**config.mk**
```make
export PLATFORM = sky130hd
export DESIGN_NAME = lcd_nibble_command_sequencer_core
export DESIGN_NICKNAME = d
export VERILOG_FILES = /design/src/design/lncs_pkg.sv /design/src/design/lcd_nibble_command_sequencer_core.sv
export VERILOG_INCLUDE_DIRS = /design/src /design/src/design
export SDC_FILE = /design/constraint.sdc
export NUM_CORES = 1
export LEC_CHECK = 0
export ABC_AREA = 1
export BUFFER_PORTS_ARGS = -buffer_cell sky130_fd_sc_hd__buf_2
export CORE_MARGIN = 3
export CORE_UTILIZATION = 61
export DETAILED_ROUTE_END_ITERATION = 10
export PLACE_DENSITY = 0.85
export SYNTH_ARGS = -nofsm -noshare
export SYNTH_HDL_FRONTEND = slang
export SYNTH_SLANG_ARGS = --single-unit
export TNS_END_PERCENT = 1
```
**constraint.sdc**
```tcl
create_clock -name clk_i -period 2.6 [get_ports clk_i]
set_input_delay 0 -clock clk_i [delete_from_list [all_inputs] [get_ports clk_i]]
set_output_delay 0 -clock clk_i [all_outputs]
set_load 0.02 [all_outputs]
```
**src/design/lcd_nibble_command_sequencer_core_defines.svh**
```systemverilog
// Assertion macros for the LCD nibble command sequencer.
// Included by the top level; expects clk_i and rst_ni in scope.
`ifndef LCD_NIBBLE_COMMAND_SEQUENCER_CORE_DEFINES_SVH
`define LCD_NIBBLE_COMMAND_SEQUENCER_CORE_DEFINES_SVH

// The expression holds at every clock edge outside reset.
`define LNS_ASSERT_HOLDS(label, expr, msg) \
  label: assert property (@(posedge clk_i) disable iff (!rst_ni) (expr)) else $error(msg);

// When the antecedent holds, the consequent holds in the next cycle.
`define LNS_ASSERT_NEXT(label, ante, cons, msg) \
  label: assert property (@(posedge clk_i) disable iff (!rst_ni) (ante) |=> (cons)) else $error(msg);

`endif

```
**src/design/lncs_pkg.sv**
```systemverilog
// Types, codes and the power-up command table of the LCD nibble sequencer.
// Used by lcd_nibble_command_sequencer_core; depends on nothing else.
package lncs_pkg;

  localparam int unsigned WAIT_W = 10;

  localparam logic [1:0] MODE_TICK   = 2'd0;
  localparam logic [1:0] MODE_CHAR   = 2'd1;
  localparam logic [1:0] MODE_CURSOR = 2'd2;
  localparam logic [1:0] MODE_CLEAR  = 2'd3;

  localparam logic [1:0] CFG_SHORT  = 2'd0;
  localparam logic [1:0] CFG_MEDIUM = 2'd1;
  localparam logic [1:0] CFG_LONG   = 2'd2;

  localparam logic [3:0] BOOT_LEN = 4'd14;

  localparam logic [3:0] NIB_CURSOR_ROW0 = 4'd8;
  localparam logic [3:0] NIB_CURSOR_ROW1 = 4'd12;
  localparam logic [3:0] NIB_CLEAR_HI    = 4'd0;
  localparam logic [3:0] NIB_CLEAR_LO    = 4'd1;

  typedef struct packed {
    logic       rs;
    logic       long_w;
    logic       medium_w;
    logic       short_w;
    logic [3:0] nibble;
  } entry_t;

  function automatic entry_t power_up_entry(input logic [3:0] idx);
    logic [7:0] raw;
    case (idx)
      4'd0:    raw = 8'h13;
      4'd1:    raw = 8'h13;
      4'd2:    raw = 8'h13;
      4'd3:    raw = 8'h12;
      4'd4:    raw = 8'h02;
      4'd5:    raw = 8'h18;
      4'd6:    raw = 8'h00;
      4'd7:    raw = 8'h1C;
      4'd8:    raw = 8'h00;
      4'd9:    raw = 8'h41;
      4'd10:   raw = 8'h00;
      4'd11:   raw = 8'h16;
      4'd12:   raw = 8'h00;
      4'd13:   raw = 8'h41;
      default: raw = 8'h00;
    endcase
    return entry_t'(raw);
  endfunction

endpackage

```
**src/design/lcd_nibble_command_sequencer_core.sv**
```systemverilog
// LCD nibble command sequencer: queue of nibble entries drained by ticks.
// One item is accepted per cycle unless the output stalls; the registered result
// appears in the cycle after acceptance. The queue is a row memory (two entries
// per row) with a registered read; the head row is prefetched every cycle, with
// write forwarding. Reset is asynchronous; the power-up sequence is served from a
// constant table for the first fourteen pops, so no clearing pass follows reset.
`include "lcd_nibble_command_sequencer_core_defines.svh"

module lcd_nibble_command_sequencer_core #(
  parameter int unsigned QUEUE_DEPTH = 32
) (
  input  logic                        clk_i,
  input  logic                        rst_ni,
  input  logic                        in_valid_i,
  output logic                        in_ready_o,
  input  logic [1:0]                  mode_i,
  input  logic [7:0]                  char_code_i,
  input  logic [3:0]                  column_i,
  input  logic                        row_i,
  output logic                        out_valid_o,
  input  logic                        out_ready_i,
  output logic [3:0]                  data_nibble_o,
  output logic                        register_select_o,
  output logic                        enable_strobe_o,
  output logic                        waiting_o,
  output logic [5:0]                  queue_level_o,
  output logic                        overflow_o,
  input  logic                        cfg_valid_i,
  output logic                        cfg_ready_o,
  input  logic [1:0]                  cfg_index_i,
  input  logic [lncs_pkg::WAIT_W-1:0] cfg_data_i
);
  import lncs_pkg::*;

  localparam int unsigned IDX_W = $clog2(QUEUE_DEPTH);
  localparam int unsigned ROWS  = QUEUE_DEPTH / 2;
  localparam int unsigned ROW_W = $clog2(ROWS);
  localparam int unsigned CNT_W = $clog2(QUEUE_DEPTH + 1);
  localparam int unsigned SUM_W = CNT_W + 1;

  localparam logic [IDX_W-1:0] IDX_LAST     = IDX_W'(QUEUE_DEPTH - 1);
  localparam logic [ROW_W-1:0] ROW_LAST     = ROW_W'(ROWS - 1);
  localparam logic [ROW_W-1:0] ROW_BOOT     = ROW_W'(BOOT_LEN / 2);
  localparam logic [CNT_W-1:0] CNT_BOOT     = CNT_W'(BOOT_LEN);
  localparam logic [CNT_W-1:0] CNT_PUSH_MAX = CNT_W'(QUEUE_DEPTH - 2);
  localparam logic [CNT_W-1:0] CNT_FULL     = CNT_W'(QUEUE_DEPTH);
  localparam logic [SUM_W-1:0] SUM_DEPTH    = SUM_W'(QUEUE_DEPTH);

  logic [15:0]       mem [ROWS];
  logic [15:0]       head_row_q;

  logic [IDX_W-1:0]  rd_idx_q, rd_idx_d;
  logic [ROW_W-1:0]  wr_row_q, wr_row_d;
  logic [CNT_W-1:0]  cnt_q, cnt_d;
  logic [WAIT_W-1:0] wait_q, wait_d;
  logic [3:0]        boot_q, boot_d;
  logic [WAIT_W-1:0] short_q, medium_q, long_q;

  logic              out_valid_q;
  logic [3:0]        nib_q;
  logic              rs_q, strobe_q, waiting_q, ovf_q;
  logic [5:0]        level_q;

  logic              in_fire, is_tick, booting, full;
  logic              pop, countdown, push, ovf;
  entry_t            head;
  entry_t            push_lo, push_hi;
  logic [15:0]       push_row;
  logic [WAIT_W-1:0] wait_load;
  logic [ROW_W-1:0]  rd_row_addr;
  logic [CNT_W+5:0]  cnt_ext;

  logic [SUM_W-1:0]  idx_sum, idx_wrap, wr_expect;

  assign in_ready_o  = !out_valid_q || out_ready_i;
  assign in_fire     = in_valid_i && in_ready_o;
  assign cfg_ready_o = 1'b1;

  assign is_tick   = (mode_i == MODE_TICK);
  assign booting   = (boot_q != BOOT_LEN);
  assign full      = (cnt_q > CNT_PUSH_MAX);
  assign pop       = in_fire && is_tick && (wait_q == '0) && (cnt_q != '0);
  assign countdown = in_fire && is_tick && (wait_q != '0);
  assign push      = in_fire && !is_tick && !full;
  assign ovf       = in_fire && !is_tick && full;

  always_comb begin
    if (booting) begin
      head = power_up_entry(rd_idx_q[3:0]);
    end else if (rd_idx_q[0]) begin
      head = entry_t'(head_row_q[15:8]);
    end else begin
      head = entry_t'(head_row_q[7:0]);
    end
  end

  always_comb begin
    push_lo = '0;
    push_hi = '0;
    case (mode_i)
      MODE_CHAR: begin
        push_lo.rs       = 1'b1;
        push_lo.nibble   = char_code_i[7:4];
        push_hi.rs       = 1'b1;
        push_hi.medium_w = 1'b1;
        push_hi.nibble   = char_code_i[3:0];
      end
      MODE_CURSOR: begin
        push_lo.nibble  = row_i ? NIB_CURSOR_ROW1 : NIB_CURSOR_ROW0;
        push_hi.short_w = 1'b1;
        push_hi.nibble  = column_i;
      end
      MODE_CLEAR: begin
        push_lo.nibble = NIB_CLEAR_HI;
        push_hi.long_w = 1'b1;
        push_hi.nibble = NIB_CLEAR_LO;
      end
      default: begin
      end
    endcase
  end
  assign push_row = {push_hi, push_lo};

  always_comb begin
    if (head.short_w) begin
      wait_load = short_q;
    end else if (head.medium_w) begin
      wait_load = medium_q;
    end else if (head.long_w) begin
      wait_load = long_q;
    end else begin
      wait_load = '0;
    end
  end

  always_comb begin
    rd_idx_d = rd_idx_q;
    wr_row_d = wr_row_q;
    cnt_d    = cnt_q;
    wait_d   = wait_q;
    boot_d   = boot_q;
    if (pop) begin
      rd_idx_d = (rd_idx_q == IDX_LAST) ? '0 : rd_idx_q + 1'b1;
      cnt_d    = cnt_q - 1'b1;
      wait_d   = wait_load;
      if (booting) begin
        boot_d = boot_q + 1'b1;
      end
    end else if (countdown) begin
      wait_d = wait_q - 1'b1;
    end else if (push) begin
      wr_row_d = (wr_row_q == ROW_LAST) ? '0 : wr_row_q + 1'b1;
      cnt_d    = cnt_q + CNT_W'(2);
    end
  end

  assign rd_row_addr = rd_idx_d[IDX_W-1:1];
  assign cnt_ext     = (CNT_W + 6)'(cnt_d);

  always_ff @(posedge clk_i) begin
    if (push) begin
      mem[wr_row_q] <= push_row;
    end
    if (push && (wr_row_q == rd_row_addr)) begin
      head_row_q <= push_row;
    end else begin
      head_row_q <= mem[rd_row_addr];
    end
  end

  always_ff @(posedge clk_i or negedge rst_ni) begin
    if (!rst_ni) begin
      rd_idx_q    <= '0;
      wr_row_q    <= ROW_BOOT;
      cnt_q       <= CNT_BOOT;
      wait_q      <= '0;
      boot_q      <= '0;
      short_q     <= WAIT_W'(5);
      medium_q    <= WAIT_W'(8);
      long_q      <= WAIT_W'(250);
      out_valid_q <= 1'b0;
    end else begin
      rd_idx_q <= rd_idx_d;
      wr_row_q <= wr_row_d;
      cnt_q    <= cnt_d;
      wait_q   <= wait_d;
      boot_q   <= boot_d;
      if (cfg_valid_i) begin
        case (cfg_index_i)
          CFG_SHORT:  short_q  <= cfg_data_i;
          CFG_MEDIUM: medium_q <= cfg_data_i;
          CFG_LONG:   long_q   <= cfg_data_i;
          default: begin
          end
        endcase
      end
      if (in_fire) begin
        out_valid_q <= 1'b1;
      end else if (out_ready_i) begin
        out_valid_q <= 1'b0;
      end
    end
  end

  always_ff @(posedge clk_i) begin
    if (in_fire) begin
      nib_q     <= pop ? head.nibble : 4'd0;
      rs_q      <= pop && head.rs;
      strobe_q  <= pop;
      waiting_q <= (wait_d != '0);
      level_q   <= cnt_ext[5:0];
      ovf_q     <= ovf;
    end
  end

  assign out_valid_o       = out_valid_q;
  assign data_nibble_o     = nib_q;
  assign register_select_o = rs_q;
  assign enable_strobe_o   = strobe_q;
  assign waiting_o         = waiting_q;
  assign queue_level_o     = level_q;
  assign overflow_o        = ovf_q;

  assign idx_sum   = SUM_W'(rd_idx_q) + SUM_W'(cnt_q);
  assign idx_wrap  = (idx_sum >= SUM_DEPTH) ? idx_sum - SUM_DEPTH : idx_sum;
  assign wr_expect = SUM_W'({wr_row_q, 1'b0});

  `LNS_ASSERT_HOLDS(a_count_bound, cnt_q <= CNT_FULL, "Entry count exceeds queue depth.")
  `LNS_ASSERT_HOLDS(a_ring_consistent, idx_wrap == wr_expect, "Ring pointers disagree with count.")
  `LNS_ASSERT_HOLDS(a_boot_bound, boot_q <= BOOT_LEN, "Power-up pop counter overran.")
  `LNS_ASSERT_NEXT(a_push_no_strobe, in_fire && !is_tick, !strobe_q, "Push item strobed a nibble.")
  `LNS_ASSERT_NEXT(a_tick_no_ovf, in_fire && is_tick, !ovf_q, "Tick item flagged overflow.")

endmodule
```
==> reports/metrics.cfg, run 1 <==
[clock_network]
cts_tree=built
path_clk_slew_ns=0.06
root_buffer=clkbuf_16
cts_num_sinks=254
clock_path_buffers=3
clk_latency_ns=0.51
numCtsBuffers=25
cts.htree.levels=1

[sta]
worstMarginPinSlew_ns=1.220
min_period_ns=2.425
fin_ws_ns=0.1752
finalHoldViolCount=0
slew_violations=0
fin_crit_sh_pct=93.26
fin_skew_ns=0.007974
max_freq_mhz=412.4
rsz0062_at_grt=true
slew_headroom_pct=18.35
setup_viol=0

[drt]
drt_iter0_drc=735
routed_wl_mm=26.26
drtAntennaViolNets=0
vias=8162
route.detailed.drc=0
routedWlPerCell_um=19.14
via_per_inst=5.949
drt_pass1_iterations=5

[final_layout]
final_nets=1186
antenna_cells=0
postLayoutCoreUtil_pct=72.66
fin_cells=1372
syn_to_final_growth_pct=14.26
drive_gt1_share_pct=15.00
final_design_area_no_fill_um2=12830

[synthesis]
synth_edf_count=190
ys_ff_latch=254
synthTopCellsByArea=edfxtp_1 (51%), dfrtp_1 (10%), nand2_1 (6.2%)
synth_area_um2=11230
syn-instance-count=1039
avgSynthCellArea_um2=10.81
async_flop_share_pct=23.62
yosysSeqAreaShare_pct=65.07
synth_top_area_share_pct=50.81
synth_warnings=0
synth_ff_type=edfxtp_1
synth_fp_nets=1096
yosysUniqueCellTypes=46
synth_top_cell_by_area=edfxtp_1

[place]
place_congestion=0.9199
hpwl_mm=16.70
place_area_um2=11870
pre_cts_slack_ns=0.1440
portBuffers=47
dp.cells=1314

[setup_path]
cp-start-kind=flip-flop
rr_worst_depth=14
path_max_fanout=18
timing.rr.end=waiting_o$_DFFE_PP_
critPathArrivalTime_ns=2.69
r2r_slack_ns=0.18
cp-end-kind=flip-flop
worstPathRequired_ns=2.86
critPathKind=flip-flop to flip-flop

[power]
combPwrFrac_pct=11.1
p_sw_mw=2.363
ir_drop_mv=0.5469
power_leakage_nw=5.290
swShare_pct=24.66
share_seq_of_total_power_pct=52.0
power_mw=9.580
p_int_mw=7.217
p_clk_share_pct=36.9
power.density_nw_per_um2=746.7

[global_routing]
grt_max_degree=41
antenna_found_initial=0
grt_pass1_wl_mm=41.49
grt_usage_pct=26.44
grt_pass1_vias=8063
grt_overflow_total=0

[floorplan]
die_h_um=141.7
io_pins=49
placementRows=48
coreArea_um2=17660
dieArea_um2=20070
start_util_pct=63.59
die_w_um=141.7

[run_status]
status=finished, final reports clean

[run]
max-cap-violations=0

[min_path]
hp-class=input port to asynchronous set/reset pin

==> cell usage in the layout (no fill, tap or decap), drive strengths merged, types with 15 or more instances in the layout <==
cell type  instances
dfstp             15
buf               94
nand2            189
clkbuf            33
dfrtp             45
ha                25
edfxtp           190
o21ai            104
nor2             122
nand3             71
a21oi             32
inv              107
o221ai            19
==> Yosys cell counts (2+ instances only) <==
cell / number
xnor2_1: 3
xor2_1: 12
clkbuf_1: 22
buf_2: 12
dfrtp_1: 45
nor3b_1: 2
ha_1: 25
dfstp_2: 15
nand3_1: 70
nand2_2: 3
inv_4: 2
dfxtp_1: 4
nand2_1: 184
nor4_1: 2
a31oi_1: 3
a32o_1: 2
edfxtp_1: 190
a21boi_0: 2
nand2_4: 2
buf_4: 4
buf_6: 6
nand4_1: 5
nor2_1: 121
o21ai_0: 103
o221ai_1: 19
a21oi_1: 21
inv_1: 102
a21oi_2: 11
o211ai_1: 12
nor3_1: 7
o22ai_1: 13
==> power groups by stage <==
| stage | logic [mW] | registers, mW | clock network (mW) |
|---|---|---|---|
| floorplan | 0.629 | 5.04 | 0 |
| global placement | 0.967 | 5.04 | 0 |
| detailed placement | 1.01 | 5.06 | 0 |
| CTS | 1.05 | 4.98 | 3.57 |
| global route | 1.20 | 5.02 | 3.73 |
| finish | 1.06 | 4.98 | 3.53 |
==> how the worst max path moves through the flow <==
| stage | slack (ns) | cells past startpoint | end | start |
|---|---|---|---|---|
| after floorplan | 0.25 | 8 | mem[10][0]$_DFFE_PP_ | out_valid_o$_DFFE_PN0P_ |
| after global placement | 0.25 | 16 | waiting_o$_DFFE_PP_ | flip-flop |
| after detailed placement | 0.14 | 16 | waiting_o$_DFFE_PP_ | flip-flop |
| after CTS | 0.12 | 16 | waiting_o$_DFFE_PP_ | flip-flop |
| after global routing | -0.03 | 6 | mem[1][1]$_DFFE_PP_ | cnt_q[1]$_DFF_PN1_ |
| final | 0.18 | 14 | waiting_o$_DFFE_PP_ | flip-flop |
==> per-stage QoR <==
step | setup TNS [ns] | hold WS, ns
global route | -0.3718 | 0.08708
global placement | 0 | 0.06111
floorplan | 0 | -0.2956
finish | 0 | 0.07250
detailed placement | 0 | 0.07283
CTS | 0 | 0.06778
==> cells by family (layout without fill, tap and decap cells) <==
| group | count (synthesis) | after routing | synth area share (%) |
|---|---|---|---|
| muxes | 1 | 1 | 0.08915 |
| buffers and inverters | 151 | 259 | 5.806 |
| DFF | 254 | 254 | 65.07 |
| xor gates and xnor gates | 15 | 15 | 1.170 |
| adders and majority gates | 25 | 25 | 2.786 |
| and+or+nand+nor | 401 | 401 | 14.85 |
| other | 1 | 1 | 0.03340 |
| AOI/OAI and AO/OA | 191 | 191 | 10.20 |
==> cell type report <==
class                      count  area, um^2
inverter                     107       416.7
sequential                   254        7310
clock buffer                  33       696.9
fill                        1178        4827
tap                          225       281.5
multi-input combinational    634        3273
timing repair buffer         107       738.2
clock inverter                12       113.9
==> worst max-delay path, cell delays in order (launching register included) <==
cell and delay (ns):
dfxtp_1 0.45, buf_4 0.27, nand3_1 0.12, nand3_1 0.09, nand3_1 0.11, nand2_1 0.19
nand2_2 0.09, nand2_4 0.20, inv_1 0.10, nor2_1 0.10, nor2_1 0.06, a21oi_2 0.13
nand2_1 0.06, nor2_1 0.13, nand2_1 0.06
==> flip-flops by register name (all words and copies together), names as in the netlist, named ones only <==
| name | count |
|---|---|
| boot_q | 4 |
| enable_strobe_o | 1 |
| short_q | 10 |
| waiting_o | 1 |
| wait_q | 10 |
| overflow_o | 1 |
| rd_idx_q | 5 |
| out_valid_o | 1 |
| medium_q | 10 |
| wr_row_q | 4 |
| cnt_q | 6 |
| data_nibble_o | 4 |
| long_q | 10 |
| register_select_o | 1 |
| queue_level_o | 6 |
| mem | 176 |
==> metal layers <==
layer | wire [um] | share of wire, % | global-route usage (%) | vias up
met3 | 2547 | 9.7 | 5.089 | 73
li1 | - | - | - | 3749
met2 | 12490 | 48 | 43.04 | 449
met5 | 0 | 0 | 0 | -
met4 | 904 | 3.4 | 11.72 | 0
met1 | 10310 | 39 | 34.95 | 3891
==> repair_timing <==
item	CTS	global route
endpoints found under the setup margin	0	34
hold buffers	13	0
hold endpoints to repair	60	0
setup buffers	0	0
gates resized for setup	0	6
Note: power is estimated with default switching activity, not from simulation.
==> inputs of run 2 (changes only) <==
- CORE_UTILIZATION: 61 -> 64
- CTS_BUF_LIST: unset -> sky130_fd_sc_hd__clkbuf_2 sky130_fd_sc_hd__clkbuf_4 sky130_fd_sc_hd__clkbuf_8
- PLACE_DENSITY: 0.85 -> 0.88
==> reports/metrics.cfg, run 2 (synthesis gave the netlist of run 1 again) <==
[floorplan]
dieArea_um2=19170  ; -4.5%
start_util_pct=66.53  ; +2.9 points
placementRows=47  ; -2.1%
die_h_um=138.5  ; -2.3%
coreArea_um2=16880  ; -4.4%
io_pins=49  ; unchanged
die_w_um=138.5  ; -2.3%

[run_status]
status=finished, final reports clean

[final_layout]
final_nets=1212  ; +2.2%
drive_gt1_share_pct=18.03  ; +3.0 points
n_fill_cell=954  ; -19%
postLayoutCoreUtil_pct=76.77  ; +4.1 points
top_register=mem
layout_commonest_cell=edfxtp_1
syn_to_final_growth_pct=15.40
largest_reg_flops=176  ; unchanged
ff_latch_area_um2=7310  ; unchanged
mostFrequentLayoutCells=edfxtp_1 (190), nand2_1 (184), nor2_1 (121)
multi_input_area_um2=3276  ; about the same
antenna_cells=0  ; unchanged
final_design_area_no_fill_um2=12960  ; +0.99%

[setup_path]
critPathSlowestCell=dfrtp_1
slowest_delay_ns=0.49  ; +0.04 ns
cp_cell_sequence=ha_1, ha_1, nand2_1, a31oi_1, inv_1, nand2_4, inv_1, nor2_1, nor2_1, a21oi_2, nand2_1, nor2_1, nand2_1
critPathKind=flip-flop to flip-flop
path_max_fanout=18  ; unchanged
cp-end-kind=flip-flop
critPathArrivalTime_ns=2.73  ; +0.04 ns
reg2reg_from=rd_idx_q[0]$_DFFE_PN0N_
r2r_slack_ns=0.15  ; -0.03 ns
worst-path-buf-inv=2  ; unchanged
rr_worst_depth=13  ; -1
cp-start-kind=flip-flop
critPathTopFamily=simple AND/OR/NAND/NOR gates
worstPathRequired_ns=2.88  ; +0.02 ns
timing.rr.end=waiting_o$_DFFE_PP_
cp.depth=13  ; -1

[clock_network]
root_buffer=clkbuf_8
numCtsBuffers=40  ; +60%
cts_tree=built
cts_num_sinks=254  ; unchanged
cts_setup_buffers=0  ; unchanged
clock_path_buffers=3  ; unchanged
cts.htree.levels=2  ; +1
path_clk_slew_ns=0.07  ; about the same
clk_latency_ns=0.55  ; +0.04 ns

[global_routing]
grt_max_degree=71  ; +73%
grt_overflow_total=0  ; unchanged
grt_pass1_vias=8450  ; +4.8%
antenna_found_initial=0  ; unchanged
grt_usage_pct=29.38  ; +2.9 points
grt_pass1_wl_mm=44.39  ; +7.0%

[place]
portBuffers=47  ; unchanged
hpwl_mm=17.41  ; +4.2%
place_area_um2=11940  ; +0.56%
place_congestion=0.8999  ; -2.2%

[min_path]
min_from=char_code_i[3]
hp-class=input port to flip-flop
hold_path_depth=4
min_to=mem[3][8]$_DFFE_PP_

[sta]
slew_headroom_pct=22.45  ; +4.1 points
setup_viol=0  ; unchanged
max_freq_mhz=408.1  ; -1.0%
min_period_ns=2.450  ; +0.02555 ns
slew_violations=0  ; unchanged
fin_skew_ns=0.02647  ; +0.01849 ns
tns_ns=0  ; unchanged
rsz0062_at_grt=false
fin_crit_sh_pct=94.24  ; +0.98 points
worstMarginPinSlew_ns=1.159  ; -0.06132 ns
finalHoldViolCount=0  ; unchanged

[drt]
drt_pass1_iterations=5  ; unchanged
route.detailed.drc=0  ; unchanged
drtAntennaViolNets=0  ; unchanged
routed_wl_mm=28.90  ; +10%
via_per_inst=6.144  ; +3.3%
vias=8644  ; +5.9%
routedWlPerCell_um=20.54  ; +7.3%
drt_iter0_drc=1136  ; +55%

[run]
max-cap-violations=0  ; unchanged

[power]
power.density_nw_per_um2=732.0  ; -2.0%
power_leakage_nw=5.413  ; +2.3%
ir_drop_mv=0.6974  ; +28%
power_mw=9.485  ; -0.99%

==> run 2: changes by cell type in the layout (fill, tap and decap cells not counted), sizes merged <==
cell,delta
buf,+8
bufinv,-1
clkbuf,+30
clkinv,+1
clkinvlp,+2
dlygate4sd3,+1
inv,-1
==> run 2: final cells by class <==
type / instances / share of cell area, %
flip-flops and latches: 254 / 56.41
clock buffers: 61 / 5.610
well taps: 220 / 2.124
multi-input cells: 634 / 25.28
repair buffers: 118 / 6.692
inverters: 107 / 3.196
clock inverters: 13 / 0.6856
==> run 2: what timing repair did <==
action,CTS,global route
hold endpoints to repair,71,0
hold buffers,14,0
resized for setup,0,4
endpoints found under the setup margin,0,1
==> run 2: metrics by stage <==
| stage | cells | worst slack [ns] | hold slack (ns) |
|---|---|---|---|
| global placement | 1317 | 0.2848 | 0.1834 |
| finish | 1407 | 0.1497 | 0.04156 |
| detailed placement | 1317 | 0.1932 | 0.1924 |
| CTS | 1405 | 0.1427 | 0.01567 |
| global route | 1407 | 0.01033 | 0.04622 |
| floorplan | 1039 | 0.2472 | -0.2956 |
==> run 2: layer usage <==
layer  global-route usage [%]  part of all wire [%]
met3                    6.215                    12
met1                    39.09                    36
met5                        0                     0
met4                    13.57                   4.3
met2                    47.05                    48
==> run 2: worst max-delay path by stage <==
stage | start | to | slack [ns]
after floorplan | out_valid_o$_DFFE_PN0P_ | mem[10][0]$_DFFE_PP_ | 0.25
after detailed placement | flip-flop | waiting_o$_DFFE_PP_ | 0.19
final | rd_idx_q[0]$_DFFE_PN0N_ | waiting_o$_DFFE_PP_ | 0.15
after global placement | flip-flop | waiting_o$_DFFE_PP_ | 0.28
after CTS | flip-flop | waiting_o$_DFFE_PP_ | 0.14
after global routing | rd_idx_q[0]$_DFFE_PN0N_ | waiting_o$_DFFE_PP_ | 0.01
==> run 2: worst register-to-register path, stage by stage (launching register included) <==
cell,delay (ns)
dfrtp_1,0.49
ha_1,0.26
ha_1,0.20
nand2_1,0.08
a31oi_1,0.23
inv_1,0.11
nand2_4,0.21
inv_1,0.11
nor2_1,0.09
nor2_1,0.06
a21oi_2,0.14
nand2_1,0.06
nor2_1,0.10
nand2_1,0.05
==> run 2: where the power goes <==
group	total, mW	switching, mW	internal (mW)
Clock	3.40	1.51	1.89
Sequential	5.00	0.215	4.79
Combinational	1.08	0.725	0.355
Total	9.49	2.45	7.03
